$ cat config.mk
export PLATFORM = sky130hd
export DESIGN_NAME = rbs_prep
export DESIGN_NICKNAME = d
export VERILOG_FILES = /design/src/rtl/rbs_pkg.sv /design/src/rtl/rbs_prep.sv
export SDC_FILE = /design/constraint.sdc
export NUM_CORES = 1
export LEC_CHECK = 0
export BUFFER_PORTS_ARGS = -buffer_cell sky130_fd_sc_hd__buf_4
export CAP_MARGIN = 40
export CORE_AREA = 3 3 353 355
export CTS_CLUSTER_SIZE = 28
export DETAILED_ROUTE_END_ITERATION = 6
export DIE_AREA = 0 0 356 358
export PLACE_DENSITY = 0.54
export SYNTH_ARGS = -nofsm -noshare
export SYNTH_HDL_FRONTEND = slang
export SYNTH_SLANG_ARGS = --single-unit
$ cat constraint.sdc
create_clock -name clk -period 11.69 [get_ports clk]
set_input_delay 1.7535 -clock clk [delete_from_list [all_inputs] [get_ports clk]]
set_output_delay 1.7535 -clock clk [all_outputs]
set_load 0.005 [all_outputs]
$ cat src/rtl/rbs_pkg.sv
// Shared types, constants and saturation helper for the ray/box slab block.
// Depends on nothing; every module of the block imports it.
package rbs_pkg;

  localparam int FRAC_BITS = 16;
  // quotient bits of 2^(2*FRAC_BITS) / |dir|
  localparam int DIV_BITS  = 2 * FRAC_BITS + 1;
  localparam logic [DIV_BITS-1:0] DIVIDEND = DIV_BITS'(1) << (2 * FRAC_BITS);

  localparam int CFG_IDX_W  = 1;
  localparam int CFG_DATA_W = 16;
  localparam logic [CFG_IDX_W-1:0] CFG_SEGMENT_MODE = CFG_IDX_W'(0);
  localparam logic [CFG_IDX_W-1:0] CFG_PARALLEL_THR = CFG_IDX_W'(1);

  typedef logic signed [31:0] coord_t;
  typedef logic signed [32:0] off_t;

  localparam coord_t COORD_MAX = 32'sh7fffffff;
  localparam coord_t COORD_MIN = 32'sh80000000;
  localparam coord_t TIME_ONE  = 32'sd1 <<< FRAC_BITS;

  localparam logic signed [65:0] WIDE_MAX = 66'sd2147483647;
  localparam logic signed [65:0] WIDE_MIN = -66'sd2147483648;

  typedef struct packed {
    coord_t origin_x;
    coord_t origin_y;
    coord_t origin_z;
    coord_t vector_x;
    coord_t vector_y;
    coord_t vector_z;
    coord_t box_min_x;
    coord_t box_min_y;
    coord_t box_min_z;
    coord_t box_max_x;
    coord_t box_max_y;
    coord_t box_max_z;
  } in_t;

  typedef struct packed {
    logic   hit;
    coord_t hit_time;
    coord_t point_x;
    coord_t point_y;
    coord_t point_z;
  } out_t;

  // per-item data after input preparation
  typedef struct packed {
    coord_t [2:0]      o;
    coord_t [2:0]      d;
    logic [2:0][31:0]  mag;
    logic [2:0]        neg;
    off_t [2:0]        lo_off;
    off_t [2:0]        hi_off;
    logic [2:0]        par;
    logic [2:0]        outside;
    logic              in_box;
  } prep_t;

  // result of the slab test, input to the entry point stage
  typedef struct packed {
    logic         hit;
    coord_t       hit_time;
    coord_t [2:0] o;
    coord_t [2:0] d;
  } slab_t;

  function automatic coord_t sat_coord(input logic signed [65:0] v);
    coord_t r;
    if (v > WIDE_MAX) begin
      r = COORD_MAX;
    end else if (v < WIDE_MIN) begin
      r = COORD_MIN;
    end else begin
      r = v[31:0];
    end
    return r;
  endfunction

endpackage

$ cat src/rtl/rbs_prep.sv
// Input stage: direction, inside test, parallel flags and bound offsets.
// Depends on rbs_pkg.
module rbs_prep import rbs_pkg::*; (
  input  logic        clk,
  input  logic        rst,
  input  logic        en,
  input  logic        in_valid,
  input  in_t         in_data,
  input  logic        segment_mode,
  input  logic [15:0] parallel_threshold,
  output logic        valid,
  output prep_t       beat
);

  prep_t  beat_next;
  coord_t o [3];
  coord_t v [3];
  coord_t lo [3];
  coord_t hi [3];

  assign o  = '{in_data.origin_x, in_data.origin_y, in_data.origin_z};
  assign v  = '{in_data.vector_x, in_data.vector_y, in_data.vector_z};
  assign lo = '{in_data.box_min_x, in_data.box_min_y, in_data.box_min_z};
  assign hi = '{in_data.box_max_x, in_data.box_max_y, in_data.box_max_z};

  // form direction and per-axis flags
  always_comb begin
    beat_next = '0;
    for (int i = 0; i < 3; i++) begin
      if (segment_mode) begin
        beat_next.d[i] = sat_coord(66'(v[i]) - 66'(o[i]));
      end else begin
        beat_next.d[i] = v[i];
      end
      beat_next.o[i]       = o[i];
      beat_next.neg[i]     = beat_next.d[i][31];
      beat_next.mag[i]     = beat_next.d[i][31] ? 32'(-beat_next.d[i]) : beat_next.d[i];
      beat_next.par[i]     = (beat_next.d[i] == '0) ||
                             (beat_next.mag[i] < {16'd0, parallel_threshold});
      beat_next.outside[i] = (o[i] < lo[i]) || (o[i] > hi[i]);
      beat_next.lo_off[i]  = 33'(lo[i]) - 33'(o[i]);
      beat_next.hi_off[i]  = 33'(hi[i]) - 33'(o[i]);
    end
    beat_next.in_box = ~|beat_next.outside;
  end

  // advance stage
  always_ff @(posedge clk) begin
    if (rst) begin
      valid <= 1'b0;
    end else if (en) begin
      valid <= in_valid;
    end
    if (en) begin
      beat <= beat_next;
    end
  end

endmodule

* After elaboration in Yosys (flattened, before gate mapping)
Index checks and enable logic that the tools add are counted.
Word-level totals: bits of input ports 405, memories kept 0, flip-flop bits (word level) 497, memory bits (writable) 0, memory bits (read-only) 0, output and inout bits 497, latch bits 0
Cells by class: multiply operators 0, $add $sub $neg 12, divide/modulo/power cells 0, bitwise gates (word level) 0, reduce and logical (&&, ||, !) cells 11, equal/unequal tests 0, mux-type cells 12, shift-type cells 0, magnitude comparators 15
Operators with widths (number):
- $mux W32 | 12
- $sub A32 B32 Y33 | 9
- $gt A33 B32 Y1 const B | 3
- $lt A33 B32 Y1 const B | 3
- $gt A32 B32 Y1 | 3
- $logic_not A32 Y1 | 3
- $lt A32 B16 Y1 | 3
- $lt A32 B32 Y1 | 3
- $neg A32 Y32 | 3
- $logic_or A1 B1 Y1 | 6
- $reduce_or A3 Y1 | 1
- $logic_not A1 Y1 | 1

* Longest topological paths before layout
word-level depth 9, depth in mapped cells 34, depth with buffers taken out 32

* Least setup slack after synthesis
No wires, ideal clock.
path kind input to register, from input in_data[224] (netlist name), to register beat[5] (netlist name) (data pin), buffers on the path 2, stages on the path 33, setup slack 3.594 ns, library setup time 0.145 ns, arrival 7.951 ns, cells stage by stage inv_1 > ha_1 > fa_1 > nor2b_1 > o31ai_1 > a211o_1 > a31oi_1 > o211ai_1 > and2_1 > o31ai_1 > clkbuf_1 > o31ai_1 > clkbuf_1 > a311o_1 > ha_1 > nor4b_1 > o2bb2ai_1 > or2_4 > nand2_1 > xnor2_1 > ha_1 > nor2b_1 > o21ai_0 > nand2b_1 > a21oi_1 > nor2b_1 > o21ai_0 > nand2b_1 > a221oi_1 > o21ai_0 > or4_1 > or4b_1 > o21ai_1
RTL lines:
- start, declared | line rbs_prep.sv:8 | input in_t in_data,
- end signal, assigned | line rbs_prep.sv:55 | beat <= beat_next;
- end, declared | line rbs_prep.sv:12 | output prep_t beat

==> results.cfg <==
[drt]
drt-pass1-iter-count = 6
vias = 32083
wl_per_cell_um = 24.95
vias_per_cell = 5.199
routed_wirelength_um = 154000
route.detailed.drc = 0
ant_nets = 0
drt-initial-drc-count = 2750

[place]
io_buffers = 901
hpwl_um = 127200
gp_congestion = 0.9400
dpl_worst_slack_ns = 2.490

[clock_network]
h-tree-depth = 3
cts_setup_buffers = 0
clk_latency_ns = 0.65
hold_buffers = 0
cts_made_buffers = 67
clock-sinks = 491
tritoncts = done
cts_root_buf = clkbuf_16
clk_pin_slew_ns = 0.06
cts.path.max_buffers = 3
cts_resized = 0

[global_routing]
gr-usage-all-layers_pct = 23.11
antenna_found_initial = 20
gr-total-overflow = 0
grt_max_degree = 155
grt_pass1_vias = 31009
grt_pass1_wl_um = 215500

[critical_path]
r2r_cells = 2
cp-start-kind = primary input
required_ns = 12.21
crit_arrival_ns = 9.09
slowest_stage = nor4b_4
critPathLaunch = in_data[322]
rr_startpoint = valid
cpPeakStageDelay_ns = 0.58
critPathMaxFanout = 10
ff2ff_setup_slack_ns = 11.09
cp-end-kind = flip-flop
crit_type = in -> reg

[worst_hold_path]
hp-class = reg -> reg
worstHoldStart = valid
whs_path_depth = 2

[sta]
post-route-min-period_ns = 8.571
relSlewSlack_pct = 35.83
tns_ns = 0
tightest_slew_ns = 0.9615
setup_violations = 0
rsz0062_at_grt = no
skew_ns = 0
setup_ws_ns = 3.119
finalMaxSlewViolations = 0
final.period_utilization_pct = 73.32
max_freq_ghz = 0.1167
hold_violations = 0

[logic_synthesis]
yosys_register_bits = 491
synth_edf_count = 490
synthCells = 3570
synth_top_area_cell = edfxtp_1
yosys_warnings = 0
yosys-top-cells-count = 490 x edfxtp_1, 342 x ha_1, 323 x nor2_1
synth.distinct_cells = 96
synth_ff_type = edfxtp_1
syn_area_sq_mm = 0.03529
ys_top_cells_by_area = edfxtp_1 42%, ha_1 12%, xnor2_1 5.1%
synth.most_common_cell = edfxtp_1
async_flop_share_pct = 0
synth.top_cell.area_share_pct = 41.70
yosysSeqAreaShare_pct = 41.76
syn_nets = 4326
syn_avg_cell_area_sq_um = 9.884

[floorplan]
die_h_um = 358
io_pins = 902
rows = 128
initial_core_util_pct = 28.99
die-area_sq_mm = 0.1274
die_width_um = 356
core-area_sq_mm = 0.1217

[power_and_ir_drop]
ir_drop_mv = 0.1194
leakage_nw = 19.85
power_density_mw_per_mm2 = 145.4

[layout]
drive_gt1_share_pct = 23.99
area_growth_pct = 31.07
nets = 5245

[flow_run]
drv_cap = 0

[status]
status = finished, final reports clean
-- path summary, 6_finish.rpt --
kind,to
max,beat[5]
min,valid
max reg2reg,valid
min reg2reg,valid
-- sequential cells by signal, summed over array words and instances (netlist names) --
signal / flops
beat: 490
valid: 1
-- final cells by class --
| class | count | area (sq um) |
|---|---|---|
| Tap cell | 1625 | 2033 |
| Clock buffer | 78 | 1739 |
| Inverter | 281 | 1055 |
| Clock inverter | 41 | 402.9 |
| Multi-Input combinational cell | 2711 | 19150 |
| Fill cell | 12431 | 75470 |
| Sequential cell | 491 | 14730 |
| Timing Repair Buffer | 937 | 7121 |
| Antenna cell | 7 | 17.52 |
-- critical path: cells and delay by family --
family	cells	cell delay, ns
buffers and inverters	3	0.54
XOR/XNOR	1	0.15
AO/OA/AOI/OAI	14	3.06
adder cells (fa/ha/maj)	3	0.79
AND/OR/NAND/NOR	12	2.77
-- stage by stage --
stage	power, mW	instance area (sq um)	hold WS [ns]	utilization [%]	cells
after detailed placement	4.686	44090	0.4993	36.22	6045
after floorplan	3.538	35290	0.4850	-	3570
after global placement	4.682	43960	0.4774	36.12	6036
after global routing	7.064	46240	0.5427	37.99	6169
final	6.724	46250	0.5125	38.00	6171
after CTS	6.784	46230	0.5127	37.98	6164
-- cell usage in the layout, fill, tap and decap left out, types with 10 or more instances in the layout --
cell	netlist	routed
edfxtp_1	490	490
nor4_1	32	32
and2_1	18	18
a2111oi_0	10	10
a21o_1	110	110
nor3_1	90	90
clkbuf_1	70	10
o211ai_1	47	47
nand4_1	40	40
and3_1	35	35
a21boi_0	33	33
a311oi_1	13	12
o21ai_0	198	198
nand2b_1	43	43
inv_1	280	280
a21oi_1	267	266
xor2_1	88	88
o22ai_1	13	13
nor2b_1	68	68
buf_4	7	928
or3_1	22	22
clkbuf_16	0	68
o2111ai_1	13	13
o31ai_1	28	28
or2_2	11	11
nand2_1	187	187
nor2_1	323	323
nand3_1	71	71
a31oi_1	60	60
a211oi_1	47	47
xnor2_1	206	206
o21bai_1	23	23
ha_1	342	342
clkinv_1	0	14
o21a_1	47	47
-- report_power, final --
part	switching [mW]	total, mW	internal, mW	leakage, nW
clock network	0.886	2.06	1.17	1.03
logic	1.32	2.28	0.962	14.0
registers	0.0996	2.38	2.28	4.80
total	2.31	6.72	4.42	19.9
-- logic make-up (layout without fill, tap and decap cells) --
logic type | after synthesis | count (layout) | share of synthesized area (%)
multiplexers | 13 | 13 | 0.3830
other | 0 | 7 | 0
AND/OR/NAND/NOR | 997 | 997 | 13.93
flip-flops | 491 | 491 | 41.76
buffers and inverters | 368 | 1337 | 4.021
adder cells (fa/ha/maj) | 353 | 353 | 12.69
XOR/XNOR | 294 | 294 | 7.298
AO/OA/AOI/OAI | 1054 | 1054 | 19.92
-- routing by layer --
layer / GRT usage [%] / part of all wire [%] / vias up
li1: - / - / 15229
met3: 5.879 / 7.8 / 194
met1: 29.09 / 42 / 15457
met5: 0 / 0.031 / -
met4: 7.026 / 2.8 / 6
met2: 38.86 / 48 / 1197
Power figures use the tool's default switching activity.
